[config.mk]
export PLATFORM = sky130hd
export DESIGN_NAME = gbbd_frame_core_flat
export DESIGN_NICKNAME = d
export VERILOG_FILES = /design/src/design/gbbd_pkg.sv /design/src/design/gbbd_chan_if.sv /design/src/design/gbbd_frame_core.sv /design/src/flat_wrapper.sv
export SDC_FILE = /design/constraint.sdc
export NUM_CORES = 1
export LEC_CHECK = 0
export BUFFER_PORTS_ARGS = -buffer_cell sky130_fd_sc_hd__buf_2
export CORE_ASPECT_RATIO = 1.5
export CORE_UTILIZATION = 35
export DETAILED_ROUTE_END_ITERATION = 8
export PLACE_DENSITY = 0.49
export SLEW_MARGIN = 20
export SYNTH_ARGS = -nofsm -noshare
export SYNTH_HDL_FRONTEND = slang
export SYNTH_SLANG_ARGS = --single-unit
[constraint.sdc]
create_clock -name i_clk -period 3.1 [get_ports i_clk]
set_input_delay 0.31 -clock i_clk [delete_from_list [all_inputs] [get_ports i_clk]]
set_output_delay 0.31 -clock i_clk [all_outputs]
set_load 0.05 [all_outputs]
[src/design/gbbd_pkg.sv]
// Shared types and constants for the binary block deframer.
// No dependencies; imported by every module of the block.
`default_nettype none

package gbbd_pkg;

    localparam int unsigned ID_W = 13;
    localparam logic [15:0] HEADER_SIZE = 16'd8;

    typedef enum logic [2:0] {
        K_STRAY  = 3'd0,
        K_SYNC   = 3'd1,
        K_HEADER = 3'd2,
        K_PAY    = 3'd3,
        K_EMPTY  = 3'd4,
        K_LENERR = 3'd5
    } t_kind;

    typedef enum logic [7:0] {
        PH_HUNT    = 8'b0000_0001,
        PH_CHK_LO  = 8'b0000_0010,
        PH_CHK_HI  = 8'b0000_0100,
        PH_ID_LO   = 8'b0000_1000,
        PH_ID_HI   = 8'b0001_0000,
        PH_LEN_LO  = 8'b0010_0000,
        PH_LEN_HI  = 8'b0100_0000,
        PH_PAYLOAD = 8'b1000_0000
    } t_phase;

    localparam logic [0:0] CFG_SYNC_FIRST  = 1'b0;
    localparam logic [0:0] CFG_SYNC_SECOND = 1'b1;

    typedef struct packed {
        logic [7:0] in_byte;
        logic       abort;
    } t_in_item;

    typedef struct packed {
        t_kind          kind;
        logic [7:0]     data;
        logic [ID_W-1:0] block_id;
        logic [15:0]    check_word;
        logic [15:0]    frame_length;
        logic           last;
    } t_out_item;

    typedef struct packed {
        logic [0:0] reg_index;
        logic [7:0] wdata;
    } t_cfg_item;

    typedef struct packed {
        logic [7:0] first;
        logic [7:0] second;
    } t_sync_cfg;

endpackage

`default_nettype wire

[src/design/gbbd_chan_if.sv]
// Valid/ready channel carrying one payload of type t_payload.
// Used for the byte input, result output and configuration write channels.
`default_nettype none

interface gbbd_chan_if #(
    parameter type t_payload = logic
);
    logic     valid;
    logic     ready;
    t_payload payload;

    modport source (output valid, output payload, input ready);
    modport sink   (input valid, input payload, output ready);
endinterface

`default_nettype wire

[src/design/gbbd_frame_core.sv]
// Frame state machine and result register of the deframer.
// Depends on gbbd_pkg and gbbd_chan_if.
`default_nettype none

module gbbd_frame_core (
    input  wire logic           i_clk,
    input  wire logic           i_rst_n,
    input  wire logic           i_valid,
    input  gbbd_pkg::t_in_item  i_item,
    input  gbbd_pkg::t_sync_cfg i_sync,
    output logic                o_take,
    gbbd_chan_if.source         o_out
);
    import gbbd_pkg::*;

    t_phase          r_phase,    n_phase;
    logic [7:0]      r_prior,    n_prior;
    logic [15:0]     r_rem,      n_rem;
    logic [15:0]     r_check,    n_check;
    logic [ID_W-1:0] r_id,       n_id;
    logic [15:0]     r_len,      n_len;
    logic [7:0]      r_low,      n_low;
    logic            r_out_valid;
    t_out_item       r_out,      n_out;
    logic [15:0]     word;
    logic [7:0]      b;

    // An abort transfer yields no result, so it never waits on the output.
    assign o_take = i_valid && (i_item.abort || !r_out_valid || o_out.ready);
    assign b      = i_item.in_byte;
    assign word   = {b, r_low};

    always_comb begin
        n_phase = r_phase;
        n_prior = r_prior;
        n_rem   = r_rem;
        n_check = r_check;
        n_id    = r_id;
        n_len   = r_len;
        n_low   = r_low;
        n_out.kind = K_STRAY;
        n_out.last = 1'b0;

        unique case (r_phase)
            PH_CHK_LO, PH_ID_LO, PH_LEN_LO: begin
                n_low      = b;
                n_out.kind = K_HEADER;
                n_phase    = t_phase'({r_phase[6:0], 1'b0});
            end
            PH_CHK_HI: begin
                n_check    = word;
                n_out.kind = K_HEADER;
                n_phase    = PH_ID_LO;
            end
            PH_ID_HI: begin
                n_id       = word[ID_W-1:0];
                n_out.kind = K_HEADER;
                n_phase    = PH_LEN_LO;
            end
            PH_LEN_HI: begin
                n_len = word;
                if (word < HEADER_SIZE) begin
                    n_out.kind = K_LENERR;
                    n_phase    = PH_HUNT;
                    n_prior    = 8'd0;
                    n_rem      = 16'd0;
                end else if (word == HEADER_SIZE) begin
                    n_out.kind = K_EMPTY;
                    n_out.last = 1'b1;
                    n_phase    = PH_HUNT;
                    n_prior    = 8'd0;
                    n_rem      = 16'd0;
                end else begin
                    n_out.kind = K_HEADER;
                    n_rem      = word - HEADER_SIZE;
                    n_phase    = PH_PAYLOAD;
                end
            end
            PH_PAYLOAD: begin
                n_out.kind = K_PAY;
                n_rem      = r_rem - 16'd1;
                if (n_rem == 16'd0) begin
                    n_out.last = 1'b1;
                    n_phase    = PH_HUNT;
                    n_prior    = 8'd0;
                end
            end
            default: begin
                if (r_prior == i_sync.first && b == i_sync.second) begin
                    n_out.kind = K_SYNC;
                    n_check    = 16'd0;
                    n_id       = '0;
                    n_len      = 16'd0;
                    n_low      = 8'd0;
                    n_prior    = 8'd0;
                    n_phase    = PH_CHK_LO;
                end else begin
                    n_prior = b;
                end
            end
        endcase

        n_out.data         = b;
        n_out.block_id     = n_id;
        n_out.check_word   = n_check;
        n_out.frame_length = n_len;
    end

    always_ff @(posedge i_clk) begin
        if (!i_rst_n) begin
            r_phase     <= PH_HUNT;
            r_prior     <= 8'd0;
            r_rem       <= 16'd0;
            r_check     <= 16'd0;
            r_id        <= '0;
            r_len       <= 16'd0;
            r_low       <= 8'd0;
            r_out_valid <= 1'b0;
        end else begin
            if (o_take && i_item.abort) begin
                r_phase <= PH_HUNT;
                r_prior <= 8'd0;
                r_rem   <= 16'd0;
            end else if (o_take) begin
                r_phase <= n_phase;
                r_prior <= n_prior;
                r_rem   <= n_rem;
                r_check <= n_check;
                r_id    <= n_id;
                r_len   <= n_len;
                r_low   <= n_low;
            end
            if (o_take && !i_item.abort) begin
                r_out_valid <= 1'b1;
            end else if (o_out.ready) begin
                r_out_valid <= 1'b0;
            end
        end
    end

    always_ff @(posedge i_clk) begin
        if (o_take && !i_item.abort) begin
            r_out <= n_out;
        end
    end

    assign o_out.valid   = r_out_valid;
    assign o_out.payload = r_out;

endmodule

`default_nettype wire

[src/flat_wrapper.sv]
// flat-port wrapper written by rule: the top's interface ports become plain ports
module gbbd_frame_core_flat import gbbd_pkg::*;
  (i_clk, i_rst_n, i_valid, i_item, i_sync, o_take, o_out_valid, o_out_payload, o_out_ready);
  gbbd_chan_if o_out_i ();
  input  wire logic i_clk;
  input  wire logic i_rst_n;
  input  wire logic i_valid;
  input  gbbd_pkg::t_in_item i_item;
  input  gbbd_pkg::t_sync_cfg i_sync;
  output logic o_take;
  output wire logic [$bits(o_out_i.valid)-1:0] o_out_valid;
  output wire logic [$bits(o_out_i.payload)-1:0] o_out_payload;
  input wire logic [$bits(o_out_i.ready)-1:0] o_out_ready;
  assign o_out_valid = o_out_i.valid;
  assign o_out_payload = o_out_i.payload;
  assign o_out_i.ready = o_out_ready;
  gbbd_frame_core u_core (.i_clk(i_clk), .i_rst_n(i_rst_n), .i_valid(i_valid), .i_item(i_item), .i_sync(i_sync), .o_take(o_take), .o_out(o_out_i));
endmodule
# --- Word-level counts from Yosys, hierarchy flattened ---
# Index checks and enable logic that the tools add are counted.
word_totals:
  reg_bits: 42
  out_inout_bits: 3
  wordCells: 67
classes:
  n_addsub: 2
  n_lt_le_gt_ge: 1
  n_eq_ne: 12
  mux: 21
  n_bitwise: 4
  n_reduce_logical: 21
ops:
  columns: ["op", "n"]
  rows:
  - ["$mux W8", 9]
  - ["$pmux W8 S5", 1]
  - ["$mux W16", 2]
  - ["$pmux W16 S2", 1]
  - ["$pmux W8 S3", 1]
  - ["$eq A16 B4 Y1 const B", 1]
  - ["$eq A8 B8 Y1", 2]
  - ["$logic_not A16 Y1", 1]
  - ["$lt A16 B4 Y1 const B", 1]
  - ["$pmux W8 S2", 1]
  - ["$sub A16 B1 Y16 const B", 1]
  - ["$sub A16 B4 Y16 const B", 1]
  - ["$eq A8 B2 Y1 const B", 1]
  - ["$eq A8 B3 Y1 const B", 1]
  - ["$eq A8 B4 Y1 const B", 1]
  - ["$eq A8 B5 Y1 const B", 1]
  - ["$eq A8 B6 Y1 const B", 1]
  - ["$eq A8 B7 Y1 const B", 1]
  - ["$eq A8 B8 Y1 const B", 1]
  - ["$reduce_and A4 Y1", 2]
  - ["$reduce_bool A2 Y1", 3]
  - ["$reduce_bool A6 Y1", 1]
  - ["$mux W1", 5]
  - ["$reduce_or A5 Y1", 1]
  - ["12 further kinds", 20]

# --- Depth between registers and ports, before layout ---
# Gate-level depths: netlist of run 1.
depth:
  ltp_word: 7
  mapped_depth: 10
  ltp_nobuf: 9

# --- Least setup slack after synthesis of run 1 ---
# OpenSTA, ideal clock, no wires.
synth_timing:
  path_kind: "register to register"
  from: "reg u_core.r_phase[2]"
  to: "reg u_core.r_rem[12]"
  setup_ns: 0.128
  t_arrival_ns: 2.259
  required_ns: 2.972
  slack_ns: 0.713
  stages_incl_launch_ff: 10
  cell_sequence: "dfxtp_1 -> clkdlybuf4s50_2 -> nor2_1 -> or2b_2 -> a21oi_1 -> and2_1 -> buf_4 -> o21ai_0 -> a22oi_1 -> nor2_1"
synth_via:
  elab_chain_len: 3
  elab_cells_between_ends: 5
synth_rtl:
  columns: ["item", "line_no", "source"]
  rows:
  - ["from (decl)", "gbbd_frame_core.sv:16", "t_phase r_phase, n_phase;"]
  - ["from (signal assigned)", "gbbd_frame_core.sv:125", "r_phase <= n_phase;"]
  - ["$eq A8 B7 Y1 or $eq A8 B8 Y1 (tied branches)", "gbbd_frame_core.sv:44", "unique case (r_phase)"]
  - ["$reduce_bool A2 Y1 (no source line)", null, null]
  - ["$reduce_and A2 Y1 (no source line)", null, null]
  - ["to (signal assigned)", "gbbd_frame_core.sv:127", "r_rem <= n_rem;"]
  - ["to (decl)", "gbbd_frame_core.sv:18", "logic [15:0] r_rem, n_rem;"]
# Several ways; a longest one is shown, not always the timed one.
# A chain may end at the register's enable or synchronous reset.

# --- Final worst setup path of run 1 ---
layout_timing:
  from: "reg u_core.r_low[5]"
  to: "reg u_core.r_prior[4]"
layout_via:
  elab_chain_len: 3
  elab_cells_between_ends: 6
layout_rtl:
  columns: ["item", "line_no", "source"]
  rows:
  - ["from (decl)", "gbbd_frame_core.sv:22", "logic [7:0] r_low, n_low;"]
  - ["from (signal assigned)", "gbbd_frame_core.sv:131", "r_low <= n_low;"]
  - ["$lt A16 B4 Y1 or $eq A16 B4 Y1 (tied branches)", "gbbd_frame_core.sv:62, gbbd_frame_core.sv:67", null]
  - ["$ne A3 B1 Y1 (no source line) or $mux W8 (tied branches)", null, null]
  - ["$reduce_and A4 Y1 (no source line) or $pmux W8 S3 (tied branches)", null, null]
  - ["to (signal assigned)", "gbbd_frame_core.sv:126", "r_prior <= n_prior;"]
  - ["to (decl)", "gbbd_frame_core.sv:17", "logic [7:0] r_prior, n_prior;"]
# Several ways; a longest one is shown, not always the timed one.

==> flow_summary.rst, run 1 <==
.. list-table::
   :header-rows: 1

   * - Metric
     - Value
   * - Number of cells on the critical path
     - 7
   * - Final total negative setup slack
     - 0 ns
   * - Cell with the most instances after synthesis
     - dfxtp_1
   * - Drt first-iter violations
     - 182
   * - Highest cell delay on the worst timing path
     - 0.74 ns
   * - Total CTS buffers
     - 5
   * - Number of H-tree branching levels
     - 2
   * - Final critical-path share of the clock period
     - 0.8524
   * - Final layout net count
     - 430
   * - Endpoint of the most critical register-to-register path
     - u_core.r_prior[4]
   * - Cts hold-fix bufs
     - 0
   * - Critical path launch point type
     - flip-flop
   * - Achievable frequency
     - 378.4 MHz
   * - Count of input and output buffers
     - 31
   * - Req. time, crit path
     - 3.30 ns
   * - Routability cong.
     - 0.8648
   * - Drt wl/cell
     - 16.06 um
   * - Max-cap violations
     - 0
   * - Footprint of the multi-input gates
     - 1846 um2
   * - First-pass detailed-route iteration total
     - 4
   * - Largest area contributor in the netlist
     - dfxtp_1
   * - Post_cts resized
     - 0
   * - Final Cell Area
     - 3257 um2
   * - Number of clock sinks seen by CTS
     - 42
   * - Core Footprint
     - 8008 um2
   * - Total Die Area
     - 8637 um2
   * - Count of vias placed by the detailed router
     - 2761
   * - Number of fillers in the final layout
     - 885
   * - Setup Skew
     - 0.003120 ns
   * - Crit-path leading delay family
     - simple AND/OR/NAND/NOR gates
   * - Area of the mapped netlist
     - 2892 um2
   * - Root buf cell
     - clkbuf_16
   * - Unrepaired setup endpoints after global routing
     - false
   * - Min cycle time layout
     - 2.642 ns
   * - Count of endpoints failing hold in the final timing report
     - 0
   * - Post-detailed-placement cell area
     - 3114 um2
   * - Hold Crit Class
     - input port to flip-flop
   * - Total setup violations reported at the end of the flow
     - 0
   * - Routed wire length
     - 8078 um
   * - # DRC
     - 0
   * - Nature of the critical path endpoint
     - flip-flop
   * - Ordered list of cells on the worst path
     - or4_2, nor4_4, nand2_2, a311o_1, nor4_4, nand2_1, o21ai_0
   * - Synthesized netlist cell count
     - 371
   * - Crit path to
     - u_core.r_prior[4]
   * - Number of different library cells in the post-synthesis netlist
     - 63
   * - Number of global-route vias before repair
     - 2750
   * - Warnings from Yosys
     - 0
   * - Worst-case register-to-register setup slack
     - 0.46 ns
   * - Global-route wire length before repair
     - 13600 um
   * - Count of inserted antenna diode cells
     - 0
   * - Pin count of the biggest net entering global routing
     - 22
   * - Clock tree from TritonCTS
     - built
   * - Commonest cells in the synthesized netlist
     - dfxtp_1 (41), o21ai_0 (35), nand2_1 (33), nor2_1 (30), xnor2_1 (28)
   * - Setup fix buffers added after clock tree synthesis
     - 0
   * - Share of async-settable or async-resettable flops after synthesis
     - 0
   * - Post-synthesis average cell area
     - 7.794 um2
   * - Critical path start-end classification
     - flip-flop to flip-flop
   * - Tot GR Track Use
     - 0.1995
   * - Layout overhead on the synthesized area
     - 12.64%
   * - Number of nets produced by synthesis
     - 403
   * - Std cell rows
     - 40
   * - Share of the synthesized area in the top cell type
     - 0.2839
   * - Portion of the post-synthesis area used by sequential elements
     - 0.2942
   * - Pleak
     - 0.001144 uW
   * - HPWL reported at the end of detailed placement
     - 6150 um
   * - Max clock buf depth
     - 2
   * - Pin slew with the least headroom to its limit
     - 0.6492 ns
   * - Commonest register cell after synthesis
     - dfxtp_1
   * - Power density cells
     - 365.2 nW/um2
   * - Area occupied by registers
     - 850.8 um2
   * - Antenna Violating Nets Remaining
     - 0
   * - Most area-consuming cells after synthesis
     - dfxtp_1 (28%), xnor2_1 (8.5%), o21ai_0 (6.1%)
   * - Slowest stage cell on the critical path
     - or4_2
   * - Global route overflow
     - 0
   * - Clock-pin slew of the registers on the worst-case setup and hold paths
     - 0.06 ns
   * - Effective utilization at floorplan
     - 0.3611
   * - Status
     - completed
   * - Worst vdd ir
     - 0.3033 mV
   * - Count of flip-flops with a built-in enable after synthesis
     - 1
   * - Initial antenna violation count
     - 0
   * - Worst-path maximum fanout
     - 8
   * - Die Span X
     - 76.22 um
   * - Worst path arrival time
     - 2.84 ns
   * - Yosys reg bits
     - 42
   * - Die height
     - 113.3 um
   * - Power, Total
     - 1189 uW
   * - CP bufs+invs
     - 0
   * - Worst reg2reg startpoint
     - u_core.r_low[5]
   * - Library cell appearing most often on the critical path
     - nor4_4
   * - Post-route worst hold slack
     - 0.3301 ns
   * - Final max-slew violation count
     - 0
   * - Ratio of cells with drive above 1 in the final layout
     - 0.1683
   * - IO Count
     - 32
   * - Via count normalized by instance count
     - 5.489
   * - Worst slew margin
     - 0.5643
   * - Timing startpoint of the critical path
     - u_core.r_low[5]
   * - Min-delay src
     - i_item[7]
   * - R2R depth
     - 7
   * - Later-pin clock latency in the skew report
     - 0.28 ns
## cell families (layout without fill, tap and decap cells)
kind of cell,count (synthesis),count (layout),synth area share
AO/OA/AOI/OAI,98,98,0.2133
AND/OR/NAND/NOR,159,159,0.3120
XOR/XNOR,33,33,0.09996
adder cells (fa/ha/maj),3,3,0.01298
buffers and inverters,36,63,0.06750
flip-flops,42,42,0.2942
## how the worst min path moves through the flow
stage,cells after the start,to,slack (ns)
3_5_place_dp,2,u_core.r_prior[6],0.47
2_1_floorplan,2,u_core.r_prior[4],0.42
5_1_grt,3,u_core.r_prior[6],0.36
6_report,3,u_core.r_prior[6],0.33
3_3_place_gp,2,u_core.r_prior[5],0.47
4_1_cts,3,u_core.r_prior[6],0.32
## worst min-delay path, delay by kind of cell
family	cells	cell delay [ns]
buf+inv	1	0.15
compound gates	1	0.06
simple gates	1	0.06
## layout make-up
type | instances | share of cell area
clock buffer | 7 | 0.04380
inverter | 15 | 0.01729
multi-input combinational | 293 | 0.5667
sequential | 42 | 0.2612
tap | 105 | 0.04034
timing repair buffer | 41 | 0.07069
## cell usage in the layout, fill, tap and decap left out, types with 4 or more instances in the layout
| cell type | netlist | routed |
|---|---|---|
| nand2b_1 | 8 | 8 |
| nand4_1 | 9 | 9 |
| a31oi_1 | 4 | 4 |
| o21ai_0 | 35 | 35 |
| xor2_1 | 5 | 5 |
| a211oi_1 | 5 | 5 |
| nor2_1 | 30 | 30 |
| or4_1 | 4 | 4 |
| clkbuf_16 | 0 | 5 |
| inv_1 | 15 | 15 |
| nor3_1 | 18 | 18 |
| buf_2 | 2 | 31 |
| a22oi_1 | 12 | 12 |
| buf_4 | 3 | 10 |
| xnor2_1 | 28 | 28 |
| or2b_2 | 4 | 4 |
| nor2b_1 | 9 | 9 |
| nor4_1 | 8 | 8 |
| or3_1 | 4 | 4 |
| nand3_1 | 7 | 7 |
| a21oi_1 | 21 | 21 |
| nand2_1 | 33 | 33 |
| dfxtp_1 | 41 | 41 |
## per-layer routing
metal	vias up	wire [um]	track usage	share of wire
li1	1379	-	-	-
met2	61	4196	0.3754	0.52
met5	-	0	0	0
met3	13	221	0.02823	0.027
met4	0	185	0.07949	0.023
met1	1308	3475	0.2227	0.43
## report_power, final
part | internal, uW | total (uW) | switching (uW) | leakage, uW
logic | 48.9 | 114 | 65.2 | 0.000733
registers | 548 | 553 | 4.30 | 0.000341
clock network | 316 | 523 | 206 | 0.0000700
total | 914 | 1190 | 276 | 0.00114
## through the flow
| step | utilization | std cells | setup WS [ns] |
|---|---|---|---|
| finish | 0.4067 | 503 | 0.4576 |
| global route | 0.4067 | 503 | 0.1783 |
| CTS | 0.4067 | 503 | 0.4474 |
| detailed placement | 0.3889 | 496 | 0.3993 |
| global placement | 0.3889 | 496 | 0.4808 |
| floorplan | - | 371 | 0.7133 |
## flip-flops by register name, indices dropped and copies added (netlist names)
name	count
u_core.o_out.valid	1
u_core.r_rem	16
u_core.r_phase	8
u_core.r_low	8
u_core.o_out.payload	1
u_core.r_prior	8
Note: power is estimated with default switching activity, not from simulation.
==> run 2, diff against run 1 <==
- ABC_AREA: not set -> 1
- REMOVE_ABC_BUFFERS: not set -> 1
==> run 2 against run 1 <==
Effect of this change:
- cell area is 5.7% higher
- largest cell class unchanged
- flip-flop and latch count stayed put
- maximum frequency is 16% higher
==> flow_summary.rst, run 2 <==
.. list-table::
   :header-rows: 1

   * - Metric
     - Value
   * - Count of non-filler cells in the finished layout
     - 621
   * - Max-cap violations
     - 0
   * - Most area-consuming cells after synthesis
     - dfxtp_1 (27%), nand2_1 (12%), nor2_1 (9.5%)
   * - Cts hold-fix bufs
     - 0
   * - Count of input and output buffers
     - 31
   * - Drt wl/cell
     - 13.74 um
   * - Number of different library cells in the post-synthesis netlist
     - 37
   * - Clock-pin slew of the registers on the worst-case setup and hold paths
     - 0.06 ns
   * - Status
     - completed
   * - HPWL reported at the end of detailed placement
     - 6728 um
   * - Crit-path leading delay family
     - simple AND/OR/NAND/NOR gates
   * - Count of endpoints failing hold in the final timing report
     - 0
   * - Largest area contributor in the netlist
     - dfxtp_1
   * - Post_cts resized
     - 0
   * - Slowest stage cell on the critical path
     - dfxtp_1
   * - Footprint of the multi-input gates
     - 1912 um2
   * - Min cycle time layout
     - 2.270 ns
   * - Post-synthesis average cell area
     - 6.284 um2
   * - Std cell rows
     - 41
   * - Max FFs per register
     - 16
   * - Tot GR Track Use
     - 0.1996
   * - Root buf cell
     - clkbuf_16
   * - Effective utilization at floorplan
     - 0.3615
   * - Worst reg2reg startpoint
     - u_core.r_rem[0]
   * - Power density cells
     - 372.0 nW/um2
   * - Pin count of the biggest net entering global routing
     - 29
   * - Final critical-path share of the clock period
     - 0.7322
   * - Cell with the most instances after synthesis
     - nand2_1
   * - Initial antenna violation count
     - 0
   * - Crit path to
     - u_core.r_phase[6]
   * - Routed wire length
     - 8531 um
   * - Drt first-iter violations
     - 128
   * - Portion of the post-synthesis area used by sequential elements
     - 0.2797
   * - Pin slew with the least headroom to its limit
     - 0.8050 ns
   * - Setup Skew
     - 0.005424 ns
   * - Layout overhead on the synthesized area
     - 13.20%
   * - Internal power consumption
     - 977.8 uW
   * - Unrepaired setup endpoints after global routing
     - false
   * - Ordered list of cells on the worst path
     - inv_1, ha_1, xnor2_1, nand2_1, nor2_1, nand2_1, nor2_1, nand2_1, nor2_2, nand2_2, nand2_4, nand2_2, nand2_1, nand2_1, nor2_1
   * - Number of cells on the critical path
     - 15
   * - Die height
     - 116.2 um
   * - Hold Crit Class
     - input port to flip-flop
   * - Worst slew margin
     - 0.4633
   * - Power, Total
     - 1281 uW
   * - Pleak
     - 0.001652 uW
   * - Net Sw Frac
     - 0.2367
   * - Global-route wire length before repair
     - 13880 um
   * - Sequential power share
     - 0.433
   * - Max clock buf depth
     - 2
   * - Cell count after placement
     - 613
   * - Final layout net count
     - 545
   * - Post-route worst hold slack
     - 0.2192 ns
   * - Count of vias placed by the detailed router
     - 3109
   * - Count of inserted antenna diode cells
     - 0
   * - Ratio of cells with drive above 1 in the final layout
     - 0.1440
   * - Fraction of power consumed by the clock network
     - 0.472
   * - Synthesized netlist cell count
     - 484
   * - IO Count
     - 32
   * - Share of the synthesized area in the top cell type
     - 0.2698
   * - # DRC
     - 0
   * - Global route overflow
     - 0
   * - Total CTS buffers
     - 5
   * - Critical path start-end classification
     - flip-flop to flip-flop
   * - Routability cong.
     - 0.8461
   * - Count of flip-flops with a built-in enable after synthesis
     - 1
   * - Later-pin clock latency in the skew report
     - 0.29 ns
   * - CP bufs+invs
     - 1
   * - P_sw
     - 303.2 uW
   * - Library cell appearing most often on the critical path
     - nand2_1
   * - Yosys reg bits
     - 42
   * - Final total negative setup slack
     - 0 ns
   * - Commonest cells in the synthesized netlist
     - nand2_1 (101), nor2_1 (77), inv_1 (49), nand3_1 (47), dfxtp_1 (41)
   * - Worst path arrival time
     - 2.50 ns
   * - Most common library cell in the layout ignoring fill and taps
     - nand2_1
   * - Setup fix buffers added after clock tree synthesis
     - 0
   * - Via count normalized by instance count
     - 5.006
   * - Highest cell delay on the worst timing path
     - 0.34 ns
   * - Register name with the most flops
     - u_core.r_rem
   * - First-pass detailed-route iteration total
     - 4
   * - Clock tree from TritonCTS
     - built
   * - Highest-count cells in the layout ignoring fill and taps
     - nand2_1 (101), nor2_1 (77), inv_1 (49), nand3_1 (47), dfxtp_1 (41)
   * - Worst vdd ir
     - 0.2920 mV
   * - Commonest register cell after synthesis
     - dfxtp_1
   * - Critical path launch point type
     - flip-flop
   * - Worst-path maximum fanout
     - 28
   * - Number of clock sinks seen by CTS
     - 42
   * - Number of H-tree branching levels
     - 2
   * - Logic gate share of total power
     - 0.095
   * - Number of global-route vias before repair
     - 2930
   * - Total setup violations reported at the end of the flow
     - 0
   * - Area of the mapped netlist
     - 3042 um2
   * - Core Footprint
     - 8413 um2
   * - Die Span X
     - 78.12 um
   * - Number of fillers in the final layout
     - 961
   * - Nature of the critical path endpoint
     - flip-flop
   * - Endpoint of the most critical register-to-register path
     - u_core.r_phase[6]
   * - R2R depth
     - 15
   * - Timing startpoint of the critical path
     - u_core.r_rem[0]
   * - Antenna Violating Nets Remaining
     - 0
   * - Warnings from Yosys
     - 0
   * - Area occupied by registers
     - 850.8 um2
   * - Total Die Area
     - 9075 um2
   * - Req. time, crit path
     - 3.33 ns
   * - Final max-slew violation count
     - 0
   * - Share of async-settable or async-resettable flops after synthesis
     - 0
   * - Achievable frequency
     - 440.5 MHz
   * - Worst-case register-to-register setup slack
     - 0.83 ns
## run 2: cell families after synthesis
group	count (synthesis)	synth area share
xor+xnor	19	0.05718
buf+inv	66	0.09297
flops	42	0.2797
fa+ha+maj	3	0.01234
compound gates	77	0.1415
simple gates	277	0.4163
## run 2: layout make-up
class                           instances  share of cell area
Tap cell                              107             0.03888
Clock inverter                          2             0.01090
Sequential cell                        42              0.2471
Clock buffer                            6             0.03743
Inverter                               54             0.05887
Timing Repair Buffer                   34             0.05160
Multi-Input combinational cell        376              0.5552
## run 2: how the worst min path moves through the flow
| stage | cells past startpoint | to | from |
|---|---|---|---|
| 5_1_grt | 3 | u_core.o_out.valid | i_rst_n |
| 6_report | 3 | u_core.o_out.valid | i_rst_n |
| 3_3_place_gp | 2 | u_core.r_rem[15] | u_core.r_rem[15] |
| 4_1_cts | 3 | u_core.o_out.valid | i_rst_n |
| 3_5_place_dp | 2 | u_core.r_rem[15] | u_core.r_rem[15] |
| 2_1_floorplan | 2 | u_core.o_out.valid | i_rst_n |
## run 2: metal layers
metal | global-route usage | part of all wire | up-vias | wire, um
met5 | 0 | 0 | - | 0
met4 | 0.09259 | 0.032 | 0 | 271
met3 | 0.03125 | 0.028 | 14 | 239
met2 | 0.3801 | 0.54 | 54 | 4610
met1 | 0.2137 | 0.40 | 1402 | 3410
li1 | - | - | 1639 | -
## run 2: power by group through the flow
stage / combinational (uW) / clock (uW) / sequential (uW)
2_1_floorplan: 70.5 / 0 / 570
3_3_place_gp: 123 / 0 / 567
3_5_place_dp: 123 / 0 / 567
4_1_cts: 123 / 620 / 555
5_1_grt: 137 / 644 / 555
6_report: 122 / 604 / 555
## run 2: per-stage QoR
stage	setup slack [ns]	utilization	instance area, um2
after floorplan	0.6127	-	2962
after global placement	0.8100	0.3895	3277
after detailed placement	0.8379	0.3895	3277
after CTS	0.8262	0.4093	3443
after global routing	0.5825	0.4093	3443
final	0.8301	0.4093	3443
## run 2: worst reg2reg max path: stages (launching register included)
cell,delay (ns)
dfxtp_1,0.34
inv_1,0.08
ha_1,0.27
xnor2_1,0.22
nand2_1,0.08
nor2_1,0.21
nand2_1,0.07
nor2_1,0.11
nand2_1,0.07
nor2_2,0.09
nand2_2,0.07
nand2_4,0.24
nand2_2,0.14
nand2_1,0.09
nand2_1,0.05
nor2_1,0.07
==> run 3, diff against run 2 <==
- PLACE_DENSITY: 0.49 -> 0.51
- clock period: 3.1 -> 1.9 ns (I/O delays scaled with it)
==> run 3 against run 2 <==
Effect of this change:
- the flow now finishes with violations (negative setup slack)
- worst hold slack worse by 0.11 ns
- flip-flop and latch count stayed put
- cell area is 25% higher
- largest cell class unchanged
- highest routed layer unchanged
==> flow_summary.rst, run 3 (same netlist as run 2, synthesis figures left out) <==
.. list-table::
   :header-rows: 1

   * - Metric
     - Value
   * - Highest-count cells in the layout ignoring fill and taps
     - nand2_1 (88), nor2_1 (62), buf_4 (61), inv_1 (45), nand3_1 (44)
   * - Worst-case register-to-register setup slack
     - -0.04 ns
   * - Worst slew margin
     - 0.6869
   * - Initial antenna violation count
     - 0
   * - Clock tree from TritonCTS
     - built
   * - Std cell rows
     - 41
   * - Critical path start-end classification
     - flip-flop to flip-flop
   * - Count of input and output buffers
     - 31
   * - Tot GR Track Use
     - 0.2254
   * - Number of clock sinks seen by CTS
     - 42
   * - Hold Crit Class
     - input port to flip-flop
   * - Count of inserted antenna diode cells
     - 0
   * - First-pass detailed-route iteration total
     - 4
   * - Final critical-path share of the clock period
     - 1.019
   * - Clock-pin slew of the registers on the worst-case setup and hold paths
     - 0.06 ns
   * - Max FFs per register
     - 16
   * - R2R depth
     - 16
   * - Count of endpoints failing hold in the final timing report
     - 0
   * - Critical path launch point type
     - flip-flop
   * - Number of global-route vias before repair
     - 3340
   * - Cell count after placement
     - 664
   * - Register name with the most flops
     - u_core.r_rem
   * - Req. time, crit path
     - 2.13 ns
   * - Worst-path maximum fanout
     - 5
   * - Final layout net count
     - 611
   * - Most common library cell in the layout ignoring fill and taps
     - nand2_1
   * - Total CTS buffers
     - 5
   * - Drt first-iter violations
     - 145
   * - Pleak
     - 0.002109 uW
   * - Root buf cell
     - clkbuf_16
   * - Via count normalized by instance count
     - 4.901
   * - Worst setup slack after layout
     - -0.03649 ns
   * - Worst vdd ir
     - 0.3833 mV
   * - Setup Skew
     - 0.005387 ns
   * - Max clock buf depth
     - 2
   * - Total setup violations reported at the end of the flow
     - 7
   * - Worst reg2reg startpoint
     - u_core.r_rem[1]
   * - Ratio of cells with drive above 1 in the final layout
     - 0.3448
   * - Min-Delay Endpoint
     - u_core.o_out.valid
   * - Cts hold-fix bufs
     - 0
   * - Core Footprint
     - 8413 um2
   * - Count of non-filler cells in the finished layout
     - 687
   * - Count of vias placed by the detailed router
     - 3367
   * - IO Count
     - 32
   * - Final max-slew violation count
     - 0
   * - Layout overhead on the synthesized area
     - 42.04%
   * - Nature of the critical path endpoint
     - flip-flop
   * - Global route overflow
     - 0
   * - Power density cells
     - 520.7 nW/um2
   * - Pin count of the biggest net entering global routing
     - 32
   * - Die Span X
     - 78.12 um
   * - Drt wl/cell
     - 13.97 um
   * - Routed wire length
     - 9596 um
   * - Later-pin clock latency in the skew report
     - 0.29 ns
   * - Min cycle time layout
     - 1.936 ns
   * - Worst path arrival time
     - 2.17 ns
   * - Post-route worst hold slack
     - 0.1047 ns
   * - Pin slew with the least headroom to its limit
     - 0.4679 ns
   * - Effective utilization at floorplan
     - 0.3615
   * - Unrepaired setup endpoints after global routing
     - true
   * - Die height
     - 116.2 um
   * - Number of fillers in the final layout
     - 865
   * - Failing checks
     - negative setup slack
   * - Global-route wire length before repair
     - 15750 um
   * - Routability cong.
     - 0.8602
   * - HPWL reported at the end of detailed placement
     - 7236 um
   * - Antenna Violating Nets Remaining
     - 0
   * - Max-cap violations
     - 0
   * - Status
     - complete, but fails checks
   * - Endpoint of the most critical register-to-register path
     - u_core.r_phase[3]
   * - # DRC
     - 0
   * - Min-delay src
     - i_rst_n
   * - Worst Hold Depth
     - 3
   * - Final total negative setup slack
     - -0.1814 ns
   * - Achievable frequency
     - 516.4 MHz
   * - Number of H-tree branching levels
     - 2
   * - Total Die Area
     - 9075 um2
## run 3: cell count changes in the layout (fill, tap and decap cells not counted), sizes merged
cell,previous run,this run
buf,34,100
clkbuf,6,7
clkinvlp,1,0
## run 3: area by class of cell
class | count | area, um2 | share of cell area
sequential | 42 | 867.1 | 0.2007
multi-input combinational | 376 | 2170 | 0.5022
inverter | 54 | 209.0 | 0.04836
clock inverter | 1 | 30.03 | 0.006950
clock buffer | 7 | 163.9 | 0.03794
tap | 107 | 133.9 | 0.03099
timing repair buffer | 100 | 747.0 | 0.1729
## run 3: how the worst max path moves through the flow
stage	from	to	slack [ns]	depth (start not counted)
floorplan	u_core.r_phase[0]	u_core.r_rem[13]	-0.59	8
global placement	u_core.r_rem[1]	u_core.r_phase[7]	-0.20	15
detailed placement	u_core.r_rem[1]	u_core.r_phase[7]	-0.21	15
CTS	u_core.r_rem[2]	u_core.o_out.payload	-0.05	12
global route	u_core.r_rem[1]	u_core.r_phase[3]	-0.19	16
finish	u_core.r_rem[1]	u_core.r_phase[3]	-0.04	16
## run 3: worst max-delay path, stage by stage, from the launching register on
cell and delay (ns):
dfxtp_4 0.38, inv_4 0.04, ha_4 0.18, xnor2_4 0.16
nand2_2 0.09, nor2_4 0.12, nand2_2 0.08, nor2_2 0.07
nand2_1 0.07, nor2_2 0.11, nand2_2 0.07, nand2_4 0.11
buf_6 0.12, nand2_4 0.07, nand2_1 0.08, nand2_1 0.04
nor2_1 0.07
## run 3: stage by stage
| step | setup WS [ns] | power, uW | instance area (um2) | utilization |
|---|---|---|---|---|
| 2_1_floorplan | -0.5873 | 1045 | 2962 | - |
| 3_3_place_gp | -0.1962 | 1142 | 3710 | 0.4410 |
| 3_5_place_dp | -0.2083 | 1144 | 3710 | 0.4410 |
| 4_1_cts | -0.04568 | 2272 | 4174 | 0.4961 |
| 5_1_grt | -0.1923 | 2330 | 4320 | 0.5135 |
| 6_report | -0.03649 | 2250 | 4320 | 0.5135 |
## run 3: repair_timing
action | 4_1_cts | 5_1_grt
endpoints found under the setup margin | 24 | 40
cloned | 1 | 0
buffers inserted | 11 | 4
gates resized for setup | 44 | 43
pin swaps | 19 | 28
## run 3: per-layer routing
layer  part of all wire  GRT usage  wire, um  vias to the layer above
met3              0.019    0.02969       184                       21
met1               0.39     0.2283      3773                     1530
met5                  0          0         0                        -
li1                   -          -         -                     1771
met4              0.036     0.1296       344                        0
met2               0.55     0.4374      5294                       45
## run 3: report_power, final
part	switching (uW)	leakage, uW	total [uW]	internal (uW)
clock	382	0.0000953	1120	737
combinational	129	0.00167	227	98.5
sequential	10.7	0.000346	903	892
total	522	0.00211	2250	1730
